[src/design/quoted_printable_encoder_defines.svh]
// assertion macros shared by the encoder modules
`ifndef QUOTED_PRINTABLE_ENCODER_DEFINES_SVH
`define QUOTED_PRINTABLE_ENCODER_DEFINES_SVH

// condition holds in the same cycle as the trigger
`define QPE_ASSERT_IMPLIES(lbl, clk, rstn, ante, cons, msg) \
    lbl: assert property (@(posedge clk) disable iff (!rstn) (ante) |-> (cons)) else $error(msg);

// condition holds in the cycle after the trigger
`define QPE_ASSERT_NEXT(lbl, clk, rstn, ante, cons, msg) \
    lbl: assert property (@(posedge clk) disable iff (!rstn) (ante) |=> (cons)) else $error(msg);

`endif

[src/design/qpe_pkg.sv]
`timescale 1ns / 1ps

package qpe_pkg;

    localparam logic [7:0] CH_EQ    = 8'd61;
    localparam logic [7:0] CH_CR    = 8'd13;
    localparam logic [7:0] CH_LF    = 8'd10;
    localparam logic [7:0] CH_SPACE = 8'd32;
    localparam logic [7:0] CH_TILDE = 8'd126;
    localparam logic [7:0] LIMIT_RESET = 8'd76;

    // output positions of one token run, in emit order
    typedef enum logic [2:0] {
        STEP_SOFT_EQ,
        STEP_SOFT_CR,
        STEP_SOFT_LF,
        STEP_TOKEN,
        STEP_HEX_HI,
        STEP_HEX_LO,
        STEP_HARD_CR,
        STEP_HARD_LF
    } qpe_step_t;

    // classified byte handed from front to back
    typedef struct packed {
        logic [7:0] data_byte;
        logic       soft_brk;
        logic       escape;
        logic       crlf;
        logic       eom;
    } qpe_cmd_t;

    function automatic logic [7:0] qpe_step_mask(input qpe_cmd_t cmd);
        logic [7:0] m;
        m = 8'b0000_1000;
        if (cmd.soft_brk)
        begin
            m[2:0] = 3'b111;
        end
        if (cmd.escape)
        begin
            m[5:4] = 2'b11;
        end
        if (cmd.crlf)
        begin
            m[7:6] = 2'b11;
        end
        return m;
    endfunction

    function automatic qpe_step_t qpe_first_step(input logic [7:0] mask);
        qpe_step_t s;
        s = STEP_TOKEN;
        for (int i = 7; i >= 0; i--)
        begin
            if (mask[i])
            begin
                s = qpe_step_t'(3'(i));
            end
        end
        return s;
    endfunction

    function automatic qpe_step_t qpe_next_step(input logic [7:0] mask, input qpe_step_t cur);
        qpe_step_t s;
        s = cur;
        for (int i = 7; i >= 0; i--)
        begin
            if (mask[i] && (i > int'(cur)))
            begin
                s = qpe_step_t'(3'(i));
            end
        end
        return s;
    endfunction

    function automatic logic qpe_more_steps(input logic [7:0] mask, input qpe_step_t cur);
        logic more;
        more = 1'b0;
        for (int i = 0; i < 8; i++)
        begin
            if (mask[i] && (i > int'(cur)))
            begin
                more = 1'b1;
            end
        end
        return more;
    endfunction

    function automatic logic [7:0] qpe_hex(input logic [3:0] v);
        return (v < 4'd10) ? (8'd48 + {4'd0, v}) : (8'd55 + {4'd0, v});
    endfunction

endpackage

[src/design/quoted_printable_encoder.sv]
`timescale 1ns / 1ps

// channel   | direction | transfer holds
// ----------+-----------+-------------------------------------------------
// s_*       | in        | tdata: data_byte[7:0]; tlast: end_of_message
// m_*       | out       | tdata: out_char[7:0]; tuser: last_of_run;
//           |           | tlast: message_done
// cfg_wr_*  | in        | line_limit[7:0], written when cfg_wr_en is high
//
// one input byte yields 1 to 8 output characters, one per cycle; the back
// end's character sequencer sets the rate, so a plain byte with no break
// flows at one transfer per cycle while m_tready stays high
// the front end classifies a byte in the cycle it is taken and tracks the
// line length, so s_tready only drops when the QUEUE_DEPTH entry queue fills
// reset clears line length, the pending-CR flag, the queue and the output
// register's valid flag, and sets line_limit to 76

module quoted_printable_encoder
#(
    parameter int QUEUE_DEPTH = 4
)
(
    input  logic       clk,
    input  logic       rst_n,

    input  logic       cfg_wr_en,
    input  logic [7:0] cfg_wr_data,   // line_limit[7:0]

    input  logic       s_tvalid,
    output logic       s_tready,
    input  logic [7:0] s_tdata,       // data_byte[7:0]
    input  logic       s_tlast,       // end_of_message

    output logic       m_tvalid,
    input  logic       m_tready,
    output logic [7:0] m_tdata,       // out_char[7:0]
    output logic       m_tlast,       // message_done
    output logic [0:0] m_tuser        // last_of_run
);

    // classified byte from front end into the queue
    logic              q_push;
    logic              q_full;
    qpe_pkg::qpe_cmd_t q_wdata;

    // queue head toward the back end
    logic              q_pop;
    logic              q_valid;
    qpe_pkg::qpe_cmd_t q_rdata;

    // front end: escape test, soft break decision, CR LF pairing, line count
    qpe_front u_front
    (
        .clk         (clk),
        .rst_n       (rst_n),
        .cfg_wr_en   (cfg_wr_en),
        .cfg_wr_data (cfg_wr_data),
        .s_tvalid    (s_tvalid),
        .s_tready    (s_tready),
        .s_tdata     (s_tdata),
        .s_tlast     (s_tlast),
        .q_full      (q_full),
        .q_push      (q_push),
        .q_wdata     (q_wdata)
    );

    // decouples classification from character output
    qpe_fifo #(
        .DEPTH (QUEUE_DEPTH)
    ) u_fifo
    (
        .clk   (clk),
        .rst_n (rst_n),
        .push  (q_push),
        .wdata (q_wdata),
        .full  (q_full),
        .pop   (q_pop),
        .valid (q_valid),
        .rdata (q_rdata)
    );

    // back end: steps through soft break, token, hard break into the output register
    qpe_back u_back
    (
        .clk      (clk),
        .rst_n    (rst_n),
        .q_valid  (q_valid),
        .q_rdata  (q_rdata),
        .q_pop    (q_pop),
        .m_tvalid (m_tvalid),
        .m_tready (m_tready),
        .m_tdata  (m_tdata),
        .m_tlast  (m_tlast),
        .m_tuser  (m_tuser)
    );

endmodule

[src/design/qpe_front.sv]
`timescale 1ns / 1ps

module qpe_front
(
    input  logic             clk,
    input  logic             rst_n,
    input  logic             cfg_wr_en,
    input  logic [7:0]       cfg_wr_data,
    input  logic             s_tvalid,
    output logic             s_tready,
    input  logic [7:0]       s_tdata,
    input  logic             s_tlast,
    input  logic             q_full,
    output logic             q_push,
    output qpe_pkg::qpe_cmd_t q_wdata
);

    logic [7:0] line_limit_reg;
    logic [7:0] line_len_reg;
    logic [7:0] line_len_next;
    logic       prev_cr_reg;
    logic       prev_cr_next;

    logic       escape;
    logic [8:0] tok_len;
    logic [8:0] sum;
    logic       soft_brk;
    logic       pair;
    logic [8:0] grown;

    always_comb
    begin
        escape   = (s_tdata < qpe_pkg::CH_SPACE) || (s_tdata == qpe_pkg::CH_EQ)
                   || (s_tdata > qpe_pkg::CH_TILDE);
        tok_len  = escape ? 9'd3 : 9'd1;
        sum      = {1'b0, line_len_reg} + tok_len;
        soft_brk = (line_len_reg != 8'd0) && (sum >= {1'b0, line_limit_reg});
        pair     = prev_cr_reg && (s_tdata == qpe_pkg::CH_LF);
        grown    = (soft_brk ? 9'd0 : {1'b0, line_len_reg}) + tok_len;

        s_tready = !q_full;
        q_push   = s_tvalid && !q_full;

        q_wdata.data_byte = s_tdata;
        q_wdata.soft_brk  = soft_brk;
        q_wdata.escape    = escape;
        q_wdata.crlf      = pair || s_tlast;
        q_wdata.eom       = s_tlast;

        line_len_next = line_len_reg;
        prev_cr_next  = prev_cr_reg;
        if (q_push)
        begin
            line_len_next = (pair || s_tlast) ? 8'd0 : grown[7:0];
            prev_cr_next  = !s_tlast && !pair && (s_tdata == qpe_pkg::CH_CR);
        end
    end

    always_ff @(posedge clk or negedge rst_n)
    begin
        if (!rst_n)
        begin
            line_limit_reg <= qpe_pkg::LIMIT_RESET;
            line_len_reg   <= 8'd0;
            prev_cr_reg    <= 1'b0;
        end
        else
        begin
            if (cfg_wr_en)
            begin
                line_limit_reg <= cfg_wr_data;
            end
            line_len_reg <= line_len_next;
            prev_cr_reg  <= prev_cr_next;
        end
    end

endmodule

[src/design/qpe_fifo.sv]
`timescale 1ns / 1ps
`include "quoted_printable_encoder_defines.svh"

module qpe_fifo
#(
    parameter int DEPTH = 4
)
(
    input  logic              clk,
    input  logic              rst_n,
    input  logic              push,
    input  qpe_pkg::qpe_cmd_t wdata,
    output logic              full,
    input  logic              pop,
    output logic              valid,
    output qpe_pkg::qpe_cmd_t rdata
);

    localparam int AW    = $clog2(DEPTH);
    localparam int CNT_W = $clog2(DEPTH + 1);

    qpe_pkg::qpe_cmd_t mem_reg [DEPTH];
    logic [AW-1:0]    wr_ptr_reg;
    logic [AW-1:0]    wr_ptr_next;
    logic [AW-1:0]    rd_ptr_reg;
    logic [AW-1:0]    rd_ptr_next;
    logic [CNT_W-1:0] count_reg;
    logic [CNT_W-1:0] count_next;

    always_comb
    begin
        full  = (count_reg == CNT_W'(DEPTH));
        valid = (count_reg != '0);
        rdata = mem_reg[rd_ptr_reg];

        wr_ptr_next = wr_ptr_reg;
        rd_ptr_next = rd_ptr_reg;
        count_next  = count_reg;
        if (push)
        begin
            wr_ptr_next = (wr_ptr_reg == AW'(DEPTH - 1)) ? '0 : wr_ptr_reg + 1'b1;
        end
        if (pop)
        begin
            rd_ptr_next = (rd_ptr_reg == AW'(DEPTH - 1)) ? '0 : rd_ptr_reg + 1'b1;
        end
        if (push && !pop)
        begin
            count_next = count_reg + 1'b1;
        end
        else if (pop && !push)
        begin
            count_next = count_reg - 1'b1;
        end
    end

    always_ff @(posedge clk)
    begin
        if (push)
        begin
            mem_reg[wr_ptr_reg] <= wdata;
        end
    end

    always_ff @(posedge clk or negedge rst_n)
    begin
        if (!rst_n)
        begin
            wr_ptr_reg <= '0;
            rd_ptr_reg <= '0;
            count_reg  <= '0;
        end
        else
        begin
            wr_ptr_reg <= wr_ptr_next;
            rd_ptr_reg <= rd_ptr_next;
            count_reg  <= count_next;
        end
    end

    `QPE_ASSERT_IMPLIES(a_no_push_when_full, clk, rst_n, full, !push, "push into full queue")
    `QPE_ASSERT_IMPLIES(a_no_pop_when_empty, clk, rst_n, !valid, !pop, "pop from empty queue")
    `QPE_ASSERT_IMPLIES(a_cnt_max, clk, rst_n, 1'b1, count_reg <= CNT_W'(DEPTH), "count overflow")

endmodule

[src/design/qpe_back.sv]
`timescale 1ns / 1ps
`include "quoted_printable_encoder_defines.svh"

module qpe_back
(
    input  logic              clk,
    input  logic              rst_n,
    input  logic              q_valid,
    input  qpe_pkg::qpe_cmd_t q_rdata,
    output logic              q_pop,
    output logic              m_tvalid,
    input  logic              m_tready,
    output logic [7:0]        m_tdata,
    output logic              m_tlast,
    output logic [0:0]        m_tuser
);

    qpe_pkg::qpe_cmd_t  cmd_reg;
    qpe_pkg::qpe_cmd_t  cmd_next;
    logic               cmd_valid_reg;
    logic               cmd_valid_next;
    qpe_pkg::qpe_step_t step_reg;
    qpe_pkg::qpe_step_t step_next;

    logic       out_valid_reg;
    logic       out_valid_next;
    logic [7:0] out_data_reg;
    logic [7:0] out_data_next;
    logic       out_run_reg;
    logic       out_run_next;
    logic       out_done_reg;
    logic       out_done_next;

    logic [7:0] mask;
    logic       is_last;
    logic       out_free;
    logic       emit;
    logic [7:0] cur_char;

    always_comb
    begin
        mask     = qpe_pkg::qpe_step_mask(cmd_reg);
        is_last  = !qpe_pkg::qpe_more_steps(mask, step_reg);
        out_free = !out_valid_reg || m_tready;
        emit     = cmd_valid_reg && out_free;
        q_pop    = q_valid && (!cmd_valid_reg || (emit && is_last));

        unique case (step_reg)
            qpe_pkg::STEP_SOFT_EQ: cur_char = qpe_pkg::CH_EQ;
            qpe_pkg::STEP_SOFT_CR: cur_char = qpe_pkg::CH_CR;
            qpe_pkg::STEP_SOFT_LF: cur_char = qpe_pkg::CH_LF;
            qpe_pkg::STEP_TOKEN:   cur_char = cmd_reg.escape ? qpe_pkg::CH_EQ : cmd_reg.data_byte;
            qpe_pkg::STEP_HEX_HI:  cur_char = qpe_pkg::qpe_hex(cmd_reg.data_byte[7:4]);
            qpe_pkg::STEP_HEX_LO:  cur_char = qpe_pkg::qpe_hex(cmd_reg.data_byte[3:0]);
            qpe_pkg::STEP_HARD_CR: cur_char = qpe_pkg::CH_CR;
            qpe_pkg::STEP_HARD_LF: cur_char = qpe_pkg::CH_LF;
            default:               cur_char = qpe_pkg::CH_EQ;
        endcase

        out_valid_next = out_valid_reg;
        out_data_next  = out_data_reg;
        out_run_next   = out_run_reg;
        out_done_next  = out_done_reg;
        if (emit)
        begin
            out_valid_next = 1'b1;
            out_data_next  = cur_char;
            out_run_next   = is_last;
            out_done_next  = is_last && cmd_reg.eom;
        end
        else if (m_tready)
        begin
            out_valid_next = 1'b0;
        end

        cmd_next       = cmd_reg;
        cmd_valid_next = cmd_valid_reg;
        step_next      = step_reg;
        if (emit && !is_last)
        begin
            step_next = qpe_pkg::qpe_next_step(mask, step_reg);
        end
        if (q_pop)
        begin
            cmd_next       = q_rdata;
            cmd_valid_next = 1'b1;
            step_next      = qpe_pkg::qpe_first_step(qpe_pkg::qpe_step_mask(q_rdata));
        end
        else if (emit && is_last)
        begin
            cmd_valid_next = 1'b0;
        end

        m_tvalid   = out_valid_reg;
        m_tdata    = out_data_reg;
        m_tlast    = out_done_reg;
        m_tuser[0] = out_run_reg;
    end

    always_ff @(posedge clk)
    begin
        cmd_reg      <= cmd_next;
        out_data_reg <= out_data_next;
        out_run_reg  <= out_run_next;
        out_done_reg <= out_done_next;
    end

    always_ff @(posedge clk or negedge rst_n)
    begin
        if (!rst_n)
        begin
            cmd_valid_reg <= 1'b0;
            step_reg      <= qpe_pkg::STEP_TOKEN;
            out_valid_reg <= 1'b0;
        end
        else
        begin
            cmd_valid_reg <= cmd_valid_next;
            step_reg      <= step_next;
            out_valid_reg <= out_valid_next;
        end
    end

    `QPE_ASSERT_IMPLIES(a_done_on_run_end, clk, rst_n, out_valid_reg && out_done_reg, out_run_reg, "message end not on run end")
    `QPE_ASSERT_IMPLIES(a_step_in_mask, clk, rst_n, cmd_valid_reg, mask[step_reg], "step outside the run")
    `QPE_ASSERT_NEXT(a_pop_loads_cmd, clk, rst_n, q_pop, cmd_valid_reg, "popped command not held")

endmodule
[config.mk]
export PLATFORM = sky130hd
export DESIGN_NAME = quoted_printable_encoder
export DESIGN_NICKNAME = d
export VERILOG_FILES = /design/src/design/qpe_pkg.sv /design/src/design/quoted_printable_encoder.sv /design/src/design/qpe_front.sv /design/src/design/qpe_fifo.sv /design/src/design/qpe_back.sv
export VERILOG_INCLUDE_DIRS = /design/src /design/src/design
export SDC_FILE = /design/constraint.sdc
export NUM_CORES = 1
export LEC_CHECK = 0
export ABC_AREA = 1
export BUFFER_PORTS_ARGS = -buffer_cell sky130_fd_sc_hd__buf_4
export CORE_MARGIN = 1
export CORE_UTILIZATION = 60
export CTS_BUF_LIST = sky130_fd_sc_hd__clkbuf_8
export DETAILED_ROUTE_END_ITERATION = 12
export PLACE_DENSITY = 0.79
export SLEW_MARGIN = 20
export SYNTH_ARGS = -nofsm -noshare
export SYNTH_HDL_FRONTEND = slang
export SYNTH_SLANG_ARGS = --single-unit
export TNS_END_PERCENT = 20
[constraint.sdc]
create_clock -name clk -period 4.4 [get_ports clk]
set_input_delay 0.88 -clock clk [delete_from_list [all_inputs] [get_ports clk]]
set_output_delay 0.88 -clock clk [all_outputs]
set_load 0.02 [all_outputs]
==> run metrics <==
H-tree levels 3; Yosys cell types 47; Core Region 7810 um^2; Die Wd 92.4 um; Max Transition Viols Final 0; EDFF count, synth 70; total number of vias 3563; WL final 9620 um; Post-Synthesis Net Count 529; hold violation total from the final report 0; area growth from synthesis to layout 15.1%; CP most frequent cell nand2_1; vias in the first global route 3507; I/O Buffers 33; critical path required time 4.66 ns; clk_lat worst skew 0.37 ns; global route overflow 0; first-pass GRT wire length 16300 um; Synth Area per Inst 10.1 um^2; fin crit period 4.18 ns; hpwl dp 6810 um; Root Driver clkbuf_8; register area share after synthesis 57.7%; DRT Pass-1 Iters 5; asr flop ratio synth 29.3%; Ports 34; deepest clock path buffer count 2; share of layout cells above drive strength 1 20.8%; WP data arrival 4.45 ns; FF-to-FF path depth 24; crit start category input pin; residual DRC count 0; Worst Path Max Fanout 4; max-capacitance violation count 0; Worst-path clk slew 0.11 ns; Antenna Violating Nets Remaining 0; P_int 1.95 mW; CTS buffer count 9; Initial Util 62.9%; hold bufs inserted after CTS 0; DP Worst Slack -0.251 ns; switching part of the total 39.4%; setup violators final 0; Worst-Margin Slew 0.838 ns; Hold Path Class input pin to asynchronous set/reset pin; synth warn 0; Vias/cell 5.49; ys flop type edfxtp_1; #FFs+latches synth 99; power share of the combinational group 36.7%; CTS tree built; row cnt 32; post-route setup slack 0.216 ns; worst clock skew 0.00815 ns; Critical-path top delay cell fa_2; clock share of power 18.2%; Final period util 95.1%; DRT iter0 DRCs 182; critical path's largest stage delay 0.38 ns; Slew headroom 44.2%; die area 8550 um^2; die height 92.4 um; # nets final 585; Peak VDD IR 0.332 mV; Worst setup EP type flop; Max Clk Rate 239 MHz; CP Class input pin to flop; GRT Resource Usage Total 24.8%; mapped cell area 4910 um^2; max reg flops 48; CTS Sinks 99; static leakage 2.43 nW; Routed WL per cell 14.8 um; WHS 0.419 ns; pwr/cell area 569 nW/um^2; initial antenna violation count 0; largest net degree at the start of global routing 30; gpl congestion 0.925; sequential power share 45.1%; status finished, final reports clean; P_sw 1.27 mW; # diodes 0; gate count of the mapped netlist 486
==> synth_stat cells (all sizes together), types with 2 or more instances <==
library cell,instances,share of area [%]
o211ai,2,0.31
a21oi,14,2.0
ha,18,4.6
nor2,56,5.1
xor2,3,0.54
mux2,2,0.46
xnor2,4,0.71
nand2,80,6.4
a31oi,2,0.25
nand3,27,3.4
edfxtp,70,43
inv,77,5.9
clkinv,2,0.18
nand4,4,0.51
clkbuf,8,0.61
nor4,4,0.51
dfrtp,24,12
dfstp,5,2.7
nor3,7,1.1
o22ai,14,1.8
fa,3,1.2
o21ai,50,5.2
==> cell type report <==
type / instances / area, um^2
Sequential cell: 99 / 2830
Fill cell: 533 / 2160
Multi-Input combinational cell: 299 / 1780
Timing Repair Buffer: 54 / 405
Inverter: 79 / 298
Tap cell: 102 / 128
Clock buffer: 9 / 124
Clock inverter: 7 / 81.3
==> power by group through the flow <==
stage / clock network [mW] / logic (mW) / registers (mW)
4_1_cts: 0.593 / 1.17 / 1.45
3_3_place_gp: 0 / 1.11 / 1.46
3_5_place_dp: 0 / 1.16 / 1.47
6_report: 0.586 / 1.18 / 1.45
5_1_grt: 0.624 / 1.33 / 1.48
2_1_floorplan: 0 / 0.807 / 1.44
==> kinds of logic after synthesis <==
family	count (synthesis)	share of synthesized area (%)
AOI/OAI and AO/OA	88	10.6
adders and majority gates	21	5.81
buffers and inverters	88	6.78
muxes	2	0.459
DFF	99	57.7
and+or+nand+nor	181	17.4
xor gates and xnor gates	7	1.25
==> cells in the final DEF, fill, tap and decap left out, types with 3 or more instances in the layout <==
cell type	count
a21oi_1	10
buf_4	54
clkbuf_8	9
dfrtp_1	24
dfstp_2	5
edfxtp_1	70
ha_1	18
inv_1	70
inv_2	7
nand2_1	77
nand3_1	24
nand4_1	4
nor2_1	46
nor2_2	6
nor2_4	3
nor3_1	3
nor3_2	3
nor4_1	3
o21ai_0	47
o22ai_1	14
xnor2_1	4
xor2_1	3
==> stage by stage <==
step	utilization, %	setup TNS, ns	total power [mW]	instances	area, um^2
floorplan	-	0	2.24	486	4910
global placement	69.1	-0.136	2.58	631	5390
detailed placement	69.2	-1.17	2.63	631	5400
CTS	71.8	0	3.21	647	5600
global route	72.3	-0.237	3.44	649	5650
finish	72.3	0	3.22	649	5650
==> repair_timing <==
action,CTS,global route
endpoints found under the setup margin,0,6
buffers inserted,0,2
resized for setup,0,7
endpoints found under the hold margin,0,0
==> critical path, delay by kind of cell <==
kind	cells	cell delay [ns]
buf+inv	5	0.42
simple gates	20	1.91
fa+ha+maj	3	0.97
compound gates	1	0.07
xor+xnor	1	0.18
==> path summary, 6_finish.rpt <==
| check | start | end | slack, ns |
|---|---|---|---|
| max reg2reg | u_front.line_len_reg[0]$_DFFE_PN0P_ | u_front.line_len_reg[3]$_DFFE_PN0P_ | 0.75 |
| max in group asynchronous | rst_n | u_front.line_limit_reg[6]$_DFFE_PN1P_ | 3.64 |
| max | s_tdata[0] | u_front.line_len_reg[3]$_DFFE_PN0P_ | 0.22 |
| min in group clk | u_back.cmd_valid_reg$_DFFE_PN0P_ | u_back.m_tvalid$_DFFE_PN0P_ | 0.51 |
| min | rst_n | u_back.m_tvalid$_DFFE_PN0P_ | 0.42 |
| min reg2reg | u_back.cmd_valid_reg$_DFFE_PN0P_ | u_back.m_tvalid$_DFFE_PN0P_ | 0.51 |
==> layer usage <==
metal	vias to the layer above	track usage (%)	wire (um)
met2	104	42.8	4910
met1	1693	31.1	4070
met5	-	0	0
met4	0	8.85	172
li1	1749	-	-
met3	17	4.84	470
Note: power is estimated with default switching activity, not from simulation.
